<file path="src/hw/rtl/jst_pkg.sv">
// Shared types and codes for the job slot table.
package jst_pkg;

   localparam int ID_W  = 22;
   localparam int NUM_W = 16;

   typedef enum logic [2:0] {
      CMD_INSERT   = 3'd0,
      CMD_REMOVE   = 3'd1,
      CMD_FIND_NUM = 3'd2,
      CMD_FIND_ID  = 3'd3,
      CMD_RECENT   = 3'd4,
      CMD_UPDATE   = 3'd5
   } cmd_type;

   typedef enum logic [1:0] {
      STS_OK        = 2'd0,
      STS_FULL      = 2'd1,
      STS_NOT_FOUND = 2'd2
   } status_type;

   typedef enum logic [1:0] {
      ST_IDLE,
      ST_SCAN,
      ST_WRITE,
      ST_REPLY
   } state_type;

   typedef struct packed {
      logic [2:0]       command;
      logic [ID_W-1:0]  proc_id;
      logic [NUM_W-1:0] seq_number;
      logic             run_state;
   } req_type;

   typedef struct packed {
      logic [1:0]       status;
      logic [3:0]       slot_index;
      logic [NUM_W-1:0] found_number;
      logic [ID_W-1:0]  found_id;
      logic             found_state;
   } rsp_type;

   typedef struct packed {
      logic [ID_W-1:0]  proc_id;
      logic [NUM_W-1:0] seq_number;
      logic             run_state;
   } entry_type;

endpackage

</file>
<file path="src/hw/rtl/job_slot_table.sv">
// Job slot table: slot allocation, lookup and update over a scanned memory.
//
//   channel  | direction | handshake              | payload
//   ---------+-----------+------------------------+-----------------
//   req      | in        | req_valid / req_stall  | req_data (command)
//   rsp      | out       | rsp_valid / rsp_stall  | rsp_data (result)
//
// Order: one item at a time, one slot entry read a cycle.
// Reset: clear the valid marks, the FSM and the result valid; load the counter with one.
// Stalls: a waiting result holds the output register; the next item is taken
// meanwhile and only its reply step waits for the register to empty.
module job_slot_table #(
   parameter int SLOTS = 16
) (
   input  logic             clock,
   input  logic             reset,
   input  logic             req_valid,
   output logic             req_stall,
   input  jst_pkg::req_type req_data,
   output logic             rsp_valid,
   input  logic             rsp_stall,
   output jst_pkg::rsp_type rsp_data
);
   import jst_pkg::*;

   localparam int IW = (SLOTS > 1) ? $clog2(SLOTS) : 1;  // slot index width
   localparam int CW = $clog2(SLOTS + 1);                 // scan counter width

   // FSM and latched command
   state_type        state_ff, state_in;
   logic [2:0]       cmd_ff, cmd_in;
   logic [ID_W-1:0]  key_ff, key_in;
   logic [NUM_W-1:0] num_ff, num_in;
   logic             st_ff, st_in;

   // scan pipeline
   logic [CW-1:0]    issue_ff, issue_in;
   logic             pend_ff, pend_in;
   logic [IW-1:0]    rd_idx_ff, rd_idx_in;

   // best or first hit so far
   logic             found_ff, found_in;
   logic [IW-1:0]    hit_idx_ff, hit_idx_in;
   entry_type        hit_ff, hit_in;

   // table state held in flops
   logic [SLOTS-1:0] valid_ff, valid_in;
   logic [NUM_W-1:0] next_number_ff, next_number_in;

   // result register
   logic             rsp_valid_ff, rsp_valid_in;
   rsp_type          rsp_data_ff, rsp_data_in;

   // FSM outputs
   logic             accept;
   logic             issue_rd;
   logic             do_write;
   logic             load_rsp;

   // memory port
   logic             ram_wr_en;
   entry_type        ram_wr_data;
   entry_type        rd_entry;

   // compare stage
   logic             first_cmd;
   logic             cur_valid;
   logic             match;
   logic             take;
   logic             scan_end;
   entry_type        new_entry;

   jst_slot_ram #(
      .DEPTH (SLOTS)
   ) u_ram (
      .clock   (clock),
      .wr_en   (ram_wr_en),
      .wr_addr (hit_idx_ff),
      .wr_data (ram_wr_data),
      .rd_en   (issue_rd),
      .rd_addr (issue_ff[IW-1:0]),
      .rd_data (rd_entry)
   );

   // Compare the entry read last cycle against the latched command.
   always_comb begin
      first_cmd = (cmd_ff != CMD_RECENT);
      cur_valid = valid_ff[rd_idx_ff];
      case (cmd_ff)
         CMD_INSERT:
            match = !cur_valid;
         CMD_REMOVE, CMD_FIND_ID, CMD_UPDATE:
            match = cur_valid && (rd_entry.proc_id == key_ff);
         CMD_FIND_NUM:
            match = cur_valid && (rd_entry.seq_number == num_ff);
         CMD_RECENT:
            match = cur_valid && (!found_ff || (rd_entry.seq_number > hit_ff.seq_number));
         default:
            match = 1'b0;
      endcase
      // ignore reads still in flight once a first-match command has its hit
      take      = (state_ff == ST_SCAN) && pend_ff && match && !(found_ff && first_cmd);
      scan_end  = (found_ff && first_cmd) || ((issue_ff == CW'(SLOTS)) && !pend_ff);
      new_entry.proc_id    = key_ff;
      new_entry.seq_number = next_number_ff;
      new_entry.run_state  = st_ff;
   end

   // Next state.
   always_comb begin
      state_in = state_ff;
      case (state_ff)
         ST_IDLE:  if (req_valid) state_in = ST_SCAN;
         ST_SCAN:  if (scan_end) state_in = ST_WRITE;
         ST_WRITE: state_in = ST_REPLY;
         ST_REPLY: if (!rsp_valid_ff || !rsp_stall) state_in = ST_IDLE;
         default:  state_in = ST_IDLE;
      endcase
   end

   // FSM outputs.
   always_comb begin
      req_stall = 1'b1;
      accept    = 1'b0;
      issue_rd  = 1'b0;
      do_write  = 1'b0;
      load_rsp  = 1'b0;
      case (state_ff)
         ST_IDLE: begin
            req_stall = 1'b0;
            accept    = req_valid;
         end
         ST_SCAN:  issue_rd = (issue_ff != CW'(SLOTS)) && !(found_ff && first_cmd);
         ST_WRITE: do_write = found_ff;
         ST_REPLY: load_rsp = !rsp_valid_ff || !rsp_stall;
         default: begin
            req_stall = 1'b1;
         end
      endcase
   end

   // Datapath next values.
   always_comb begin
      cmd_in         = cmd_ff;
      key_in         = key_ff;
      num_in         = num_ff;
      st_in          = st_ff;
      issue_in       = issue_ff;
      pend_in        = issue_rd;
      rd_idx_in      = issue_rd ? issue_ff[IW-1:0] : rd_idx_ff;
      found_in       = found_ff;
      hit_idx_in     = hit_idx_ff;
      hit_in         = hit_ff;
      valid_in       = valid_ff;
      next_number_in = next_number_ff;
      ram_wr_en      = 1'b0;
      ram_wr_data    = hit_ff;
      rsp_data_in    = rsp_data_ff;

      // latch the command and restart the scan
      if (accept) begin
         cmd_in   = req_data.command;
         key_in   = req_data.proc_id;
         num_in   = req_data.seq_number;
         st_in    = req_data.run_state;
         issue_in = '0;
         found_in = 1'b0;
      end

      if (issue_rd) begin
         issue_in = issue_ff + CW'(1);
      end

      if (take) begin
         found_in   = 1'b1;
         hit_idx_in = rd_idx_ff;
         hit_in     = (cmd_ff == CMD_INSERT) ? new_entry : rd_entry;
      end

      // commit the change to the table
      if (do_write) begin
         case (cmd_ff)
            CMD_INSERT: begin
               valid_in[hit_idx_ff] = 1'b1;
               ram_wr_en            = 1'b1;
               next_number_in       = next_number_ff + NUM_W'(1);
            end
            CMD_REMOVE: begin
               valid_in[hit_idx_ff] = 1'b0;
            end
            CMD_UPDATE: begin
               ram_wr_en             = 1'b1;
               ram_wr_data.run_state = st_ff;
               hit_in.run_state      = st_ff;
            end
            default: begin
               ram_wr_en = 1'b0;
            end
         endcase
      end

      // build the result item
      if (load_rsp) begin
         if (found_ff) begin
            rsp_data_in.status       = STS_OK;
            rsp_data_in.slot_index   = 4'(hit_idx_ff);
            rsp_data_in.found_number = hit_ff.seq_number;
            rsp_data_in.found_id     = hit_ff.proc_id;
            rsp_data_in.found_state  = hit_ff.run_state;
         end else begin
            rsp_data_in.status       = (cmd_ff == CMD_INSERT) ? STS_FULL : STS_NOT_FOUND;
            rsp_data_in.slot_index   = '0;
            rsp_data_in.found_number = '0;
            rsp_data_in.found_id     = '0;
            rsp_data_in.found_state  = 1'b0;
         end
      end

      // hold the result until taken
      if (load_rsp) begin
         rsp_valid_in = 1'b1;
      end else if (!rsp_stall) begin
         rsp_valid_in = 1'b0;
      end else begin
         rsp_valid_in = rsp_valid_ff;
      end
   end

   // Control registers.
   always_ff @(posedge clock) begin
      if (reset) begin
         state_ff       <= ST_IDLE;
         pend_ff        <= 1'b0;
         found_ff       <= 1'b0;
         issue_ff       <= '0;
         valid_ff       <= '0;
         next_number_ff <= NUM_W'(1);
         rsp_valid_ff   <= 1'b0;
      end else begin
         state_ff       <= state_in;
         pend_ff        <= pend_in;
         found_ff       <= found_in;
         issue_ff       <= issue_in;
         valid_ff       <= valid_in;
         next_number_ff <= next_number_in;
         rsp_valid_ff   <= rsp_valid_in;
      end
   end

   // Payload registers.
   always_ff @(posedge clock) begin
      cmd_ff      <= cmd_in;
      key_ff      <= key_in;
      num_ff      <= num_in;
      st_ff       <= st_in;
      rd_idx_ff   <= rd_idx_in;
      hit_idx_ff  <= hit_idx_in;
      hit_ff      <= hit_in;
      rsp_data_ff <= rsp_data_in;
   end

   assign rsp_valid = rsp_valid_ff;
   assign rsp_data  = rsp_data_ff;

endmodule

</file>
<file path="src/hw/rtl/jst_slot_ram.sv">
// Slot entry memory: one write port, one registered read port.
module jst_slot_ram #(
   parameter int DEPTH = 16,
   localparam int AW = (DEPTH > 1) ? $clog2(DEPTH) : 1
) (
   input  logic                clock,
   input  logic                wr_en,
   input  logic [AW-1:0]       wr_addr,
   input  jst_pkg::entry_type  wr_data,
   input  logic                rd_en,
   input  logic [AW-1:0]       rd_addr,
   output jst_pkg::entry_type  rd_data
);
   import jst_pkg::*;

   entry_type mem [DEPTH];
   entry_type rd_data_ff;

   always_ff @(posedge clock) begin
      if (wr_en) begin
         mem[wr_addr] <= wr_data;
      end
   end

   always_ff @(posedge clock) begin
      if (rd_en) begin
         rd_data_ff <= mem[rd_addr];
      end
   end

   assign rd_data = rd_data_ff;

endmodule

</file>
<file path="config.mk">
export PLATFORM = sky130hd
export DESIGN_NAME = job_slot_table
export DESIGN_NICKNAME = d
export VERILOG_FILES = /design/src/hw/rtl/jst_pkg.sv /design/src/hw/rtl/job_slot_table.sv /design/src/hw/rtl/jst_slot_ram.sv
export SDC_FILE = /design/constraint.sdc
export NUM_CORES = 1
export LEC_CHECK = 0
export ABC_AREA = 1
export BUFFER_PORTS_ARGS = -buffer_cell sky130_fd_sc_hd__buf_2
export CAP_MARGIN = 25
export CORE_ASPECT_RATIO = 0.8
export CORE_MARGIN = 2
export CORE_UTILIZATION = 40
export CTS_BUF_LIST = sky130_fd_sc_hd__clkbuf_8
export DETAILED_ROUTE_END_ITERATION = 8
export GPL_TIMING_DRIVEN = 0
export PLACE_DENSITY_LB_ADDON = 0.1
export SLEW_MARGIN = 20
export SYNTH_ARGS = -nofsm -noshare
export SYNTH_HDL_FRONTEND = slang
export SYNTH_HIERARCHICAL = 1
export SYNTH_SLANG_ARGS = --single-unit
</file>
<file path="constraint.sdc">
create_clock -name clock -period 3.27 [get_ports clock]
set_input_delay 0.327 -clock clock [delete_from_list [all_inputs] [get_ports clock]]
set_output_delay 0.327 -clock clock [all_outputs]
set_load 0.01 [all_outputs]
</file>
==> results.cfg, run 1 <==
[floorplan]
die_h_um = 272
coreArea_mm2 = 0.0891
initial_core_util_pct = 40.3
ioPinCount = 93
die_w_um = 339
dieArea_mm2 = 0.0923
rows = 98

[routing]
drtIter0Drc = 2480
detail_route.vias_per_cell = 4.99
drt-pass1-iter-count = 5
wl_per_cell_um = 22.8
vias = 25100
wl_um = 115000
drc = 0
ant_nets = 0

[grt]
grt_max_degree = 31
grt_pass1_wl_um = 165000
grt_usage_pct = 24.9
grt_pass1_vias = 23500
grt-ovfl-total = 0
antenna_found_initial = 1

[placement]
placed_cell_area_mm2 = 0.0391
routabilityCongestion = 0.824
io_buffers = 91
place_inst = 4711
hpwl_um = 76800

[sta]
fin_crit_sh_pct = 95.9
hold_violations = 0
final-max-slew-violation-count = 0
min_period_ns = 3.13
max_slew_margin_pct = 26.2
fin_skew_ns = 0.0405
setup_violations = 0
max_freq_mhz = 319
timing.hold.ws_ns = 0.0797
tightestPinTransition_ns = 1.11
setup_tns_ns = 0
grt_setup_unrepaired = false

[yosys]
syn_avg_cell_area_um2 = 10.7
synth_fp_nets = 3442
synth-seq-cells = 839
synthesis.instances = 3372
ys_seq_area_share_pct = 68.9
syn-cell-area_mm2 = 0.0359
ys_types = 41
yosysWarnings = 6

[cells_and_area]
final_common_cell = nand2_1
areaGrowthSynthToFinish_pct = 17.6
most-common-layout-cells = nand2_1, edfxtp_1, inv_1, nand3_1, buf_2
post-route-cell-area_mm2 = 0.0423
drive_above_1_share_pct = 12.4
final_cells = 5036
num-fill-cells = 8389
final_nets = 3791

[power_and_ir_drop]
power.leakage_nw = 17.9
irDropWorstVdd_mv = 0.300
p_per_area_mw_per_mm2 = 636

[clocking]
cts_tree = built
cts-htree-levels = 4
cts-buffers-inserted = 144
cts_sinks = 839
clkSlewWorstSetupHoldPaths_ns = 0.06
clock_path_buffers = 3
clk_latency_ns = 0.82
cts_root_buf = clkbuf_8

[setup_path]
timing_worst_setup_path_type = reg2reg
cp_max_fo = 26
crit_arrival_ns = 3.61
critPathLaunchType = flop
worstPathRequired_ns = 3.74
cp-end-kind = flop

[hold_path]
hp-class = in2reg

[run_status]
status = finished clean

[job]
max-cap-violations = 0
## cell type report
type	count	area (um^2)	share of cell area (%)
Inverter	603	2270	5.38
Multi-Input combinational cell	1779	8170	19.3
Buffer	151	883	2.09
Timing Repair Buffer	203	2120	5.03
Clock inverter	109	494	1.17
Tap cell	1200	1500	3.55
Antenna cell	3	7.51	0.0178
Sequential cell	839	24800	58.6
Clock buffer	149	2050	4.85
## through the flow
stage | utilization, % | power, W | setup WS [ns]
2_1_floorplan | - | 0.0160 | 0.0359
3_3_place_gp | 42.5 | 0.0183 | -2.78
3_5_place_dp | 43.9 | 0.0184 | -0.434
4_1_cts | 47.3 | 0.0271 | -0.000000888
5_1_grt | 47.4 | 0.0281 | 0.0211
6_report | 47.4 | 0.0269 | 0.136
## cells by family (layout without fill, tap and decap cells)
logic type	Yosys count	in the layout	share of synthesized area [%]
flops	839	839	68.9
other cells	0	3	0
mux	1	1	0.0279
xor+xnor	37	37	0.902
buf+inv	754	1215	8.75
simple gates	1612	1612	19.0
fa+ha+maj	24	24	0.836
compound gates	105	105	1.61
## registers in the layout, indices dropped and copies added (netlist names), 5 cells and up, named ones only
name / cells
key_ff: 22
issue_ff: 5
hit_ff: 39
num_ff: 16
u_ram/rd_data: 39
next_number_ff: 16
rsp_data: 45
u_ram/mem: 624
## critical path, stage by stage (launching register included)
cell      delay, ns
edfxtp_1       0.40
xnor2_1        0.35
nand4_1        0.18
nor2_1         0.39
nand3_1        0.37
nand2_1        0.14
inv_1          0.04
nand2_1        0.06
nand2_1        0.04
nand2_1        0.09
nand2_1        0.13
inv_4          0.27
buf_12         0.26
## per-layer routing
layer | vias up | global-route usage [%] | wire (um)
met2 | 966 | 37.6 | 49900
met5 | - | 0 | 0
met4 | 0 | 6.67 | 2490
met1 | 12300 | 37.4 | 53700
met3 | 154 | 3.94 | 8560
li1 | 11700 | - | -
## synth_stat cells (all sizes together)
cell type / number / area [um^2]
nand3: 493 / 2470
a21o: 1 / 7.51
a31oi: 15 / 93.8
edfxtp: 796 / 23900
inv: 603 / 2270
o221a: 1 / 11.3
nand2: 1013 / 3810
nand3b: 3 / 22.5
dfxtp: 43 / 861
nor2: 69 / 290
nor4: 1 / 6.26
o21a: 2 / 15.0
o2111ai: 1 / 8.76
mux2i: 1 / 10.0
nor3: 18 / 106
ha: 24 / 300
o211ai: 4 / 30.0
xnor2: 29 / 254
a32o: 1 / 10.0
nand4: 13 / 87.6
buf: 115 / 743
o21ai: 48 / 240
clkbuf: 36 / 135
or2: 2 / 12.5
a21oi: 31 / 155
a211oi: 1 / 7.51
xor2: 8 / 70.1
## report_power, final
| part | switching (W) | internal [W] |
|---|---|---|
| Clock | 0.00432 | 0.00430 |
| Combinational | 0.00400 | 0.00170 |
| Sequential | 0.000280 | 0.0123 |
## worst paths after layout
check,to,startpoint,cells past startpoint,slack [ns]
min,pend_ff,reset,2,0.08
max reg2reg,hit_ff[19],u_ram/rd_data[17],12,0.14
min reg2reg,hit_idx_ff[0],rd_idx_ff[0],0,0.46
max,hit_ff[19],u_ram/rd_data[17],12,0.14
## what timing repair did
action,CTS,global route
hold buffers,44,0
gates resized for setup,1,1
endpoints found under the hold margin,49,0
pin swaps,0,1
setup endpoints to repair,42,28
setup buffers,6,13
Power figures use the tool's default switching activity.
==> run 2: changes to the inputs <==
CORE_ASPECT_RATIO = 0.7   (was 0.8)
SYNTH_HIERARCHICAL = unset   (was 1)
==> run 2 against run 1 <==
Power decreased by 4.6%; register-to-register slack worse by 0.05 ns; global-route usage down 0.29 points; utilization is 0.23 points lower; final cell count shrank 19%; synthesized area down 7.7%; critical endpoint is now hit_ff[22]; sequential power barely moved; combinational power fell by 11%.
==> results.cfg, run 2 <==
[hold_path]
hp-class = in2reg
min_from = reset

[yosys]
yosys-top-cells-area = edfxtp_1, o21ai_0, nor2_1
synth_ff_type = edfxtp_1
yosys-top-cells-count = edfxtp_1, nor2_1, o21ai_0, nand2_1, inv_1
ys_types = 42
synth_top_area_share_pct = 72.0
synth_fp_nets = 2645
syn-cell-area_mm2 = 0.0332
yosysWarnings = 0
synth-seq-cells = 839
synthMuxAreaShare_pct = 0.0302
synthesis.instances = 2575
synth_area_leader_cell = edfxtp_1
syn_avg_cell_area_um2 = 12.9
synth-simple-area-share_pct = 9.73
synth-compound-area-share_pct = 10.3
synthArstFlopShare_pct = 0
synth-edff-count = 796
synth_top_family_by_area = compound AO/OA/AOI/OAI gates
synthXorXnorAreaFrac_pct = 0.924
yosysMostFrequentCell = edfxtp_1
synthAdderAreaFrac_pct = 0.905
ys_seq_area_share_pct = 74.6

[setup_path]
worstPathRequired_ns = 3.72
reg2reg_from = cmd_ff[2]
crit_arrival_ns = 3.63
cp-end-kind = flop
cp_max_fo = 26
critPathLaunchType = flop
timing_worst_setup_path_type = reg2reg
critPathLaunch = cmd_ff[2]

[sta]
min_period_ns = 3.18
hold_violations = 0
setup_violations = 0
fin_skew_ns = 0.0242
tightestPinTransition_ns = 1.08
final-max-slew-violation-count = 0
fin_crit_sh_pct = 97.3
grt_setup_unrepaired = false
setup_tns_ns = 0
max_slew_margin_pct = 27.7
max_freq_mhz = 314

[grt]
grt_max_degree = 27
grt_pass1_vias = 21800
grt-ovfl-total = 0
antenna_found_initial = 0
grt_pass1_wl_um = 150000
grt_usage_pct = 24.6

[routing]
detail_route.vias_per_cell = 5.56
drc = 0
wl_per_cell_um = 25.8
wl_um = 105000
drtIter0Drc = 2760
drt-pass1-iter-count = 6
vias = 22600
ant_nets = 0

[floorplan]
die_w_um = 348
initial_core_util_pct = 40.3
die_h_um = 245
coreArea_mm2 = 0.0822
dieArea_mm2 = 0.0853
rows = 88
ioPinCount = 93

[cells_and_area]
final_nets = 2973
final_cells = 4074
num-fill-cells = 7288
post-route-cell-area_mm2 = 0.0388
diodes = 0
regMostFlops = u_ram.mem
largest_reg_flops = 624
most-common-layout-cells = edfxtp_1, nor2_1, o21ai_0, nand2_1, inv_1
final_common_cell = edfxtp_1
drive_above_1_share_pct = 12.5
areaGrowthSynthToFinish_pct = 17.0

[clocking]
clkSlewWorstSetupHoldPaths_ns = 0.07
cts_tree = built
cts-buffers-inserted = 136
cts_sinks = 839
clock_path_buffers = 3
cts_root_buf = clkbuf_8
clk_latency_ns = 0.78
cts-htree-levels = 4

[power_and_ir_drop]
irDropWorstVdd_mv = 0.441
finalPower_w = 0.0256
power.leakage_nw = 13.5
p_per_area_mw_per_mm2 = 660

[placement]
place_inst = 3786
io_buffers = 91
hpwl_um = 71400
placed_cell_area_mm2 = 0.0360
routabilityCongestion = 0.864

[job]
max-cap-violations = 0

[run_status]
status = finished clean
## run 2: changes by cell type after synthesis, sizes merged, moves of 58 or more
cell / change
o21ai: +316
clkbuf: +82
o221ai: +58
nor2: +325
buf: -84
o22ai: +98
nand2: -743
inv: -455
nand3: -409
## run 2: final timing paths
kind / endpoint / slack, ns / cells past startpoint
min reg2reg: flop / 0.47 / 2
max reg2reg: hit_ff[22] / 0.09 / 14
max: hit_ff[22] / 0.09 / 14
min: found_ff / 0.08 / 2
## run 2: cell type report
cell class | count | area, um^2 | area share (%)
Inverter | 148 | 563 | 1.45
Tap cell | 1080 | 1350 | 3.48
Clock buffer | 140 | 1930 | 4.96
Timing Repair Buffer | 190 | 1840 | 4.75
Buffer | 149 | 608 | 1.57
Clock inverter | 89 | 360 | 0.928
Sequential cell | 839 | 24800 | 63.8
Multi-Input combinational cell | 1439 | 7400 | 19.1
## run 2: power by group
group          switching [W]  internal (W)
Sequential          0.000274        0.0123
Combinational        0.00371       0.00135
Clock                0.00410       0.00393
Total                0.00808        0.0175
## run 2: what timing repair did
| item | 4_1_cts | 5_1_grt |
|---|---|---|
| resized for setup | 5 | 0 |
| setup endpoints to repair | 60 | 26 |
| hold buffers | 44 | 0 |
| hold endpoints to repair | 46 | 0 |
| buffers inserted | 2 | 13 |
| gates cloned | 0 | 0 |
## run 2: critical path, stage by stage (launching register included)
cell and delay, ns:
edfxtp_1 0.38, inv_2 0.13, nor3_1 0.10, inv_2 0.25
nand4_1 0.15, nor2_2 0.40, nand3_1 0.34, nand2_1 0.14
inv_1 0.05, nand2_1 0.08, nand2_1 0.05, nand2_1 0.07
nand2_1 0.13, inv_4 0.26, buf_12 0.25
## run 2: cells by family after synthesis
| logic type | after synthesis |
|---|---|
| buffers and inverters | 297 |
| and+or+nand+nor | 789 |
| adders and majority gates | 24 |
| muxes | 1 |
| AOI/OAI and AO/OA | 590 |
| DFF | 839 |
| xor gates and xnor gates | 35 |
## run 2: through the flow
stage	hold WS [ns]	worst slack [ns]	utilization [%]
5_1_grt	0.0471	0.00165	47.2
6_report	0.0799	0.0897	47.2
2_1_floorplan	0.406	-0.0782	-
3_5_place_dp	0.442	-0.261	43.7
3_3_place_gp	0.439	-2.52	42.5
4_1_cts	0.0139	0.00625	47.1
## run 2: layer usage
| layer | wire, um | track usage [%] | part of all wire [%] | vias to the layer above |
|---|---|---|---|---|
| met2 | 44200 | 35.4 | 42 | 1086 |
| met1 | 49000 | 37.9 | 47 | 11400 |
| met5 | 0 | 0 | 0 | - |
| li1 | - | - | - | 10000 |
| met3 | 9770 | 4.86 | 9.3 | 150 |
| met4 | 2100 | 6.61 | 2.0 | 0 |
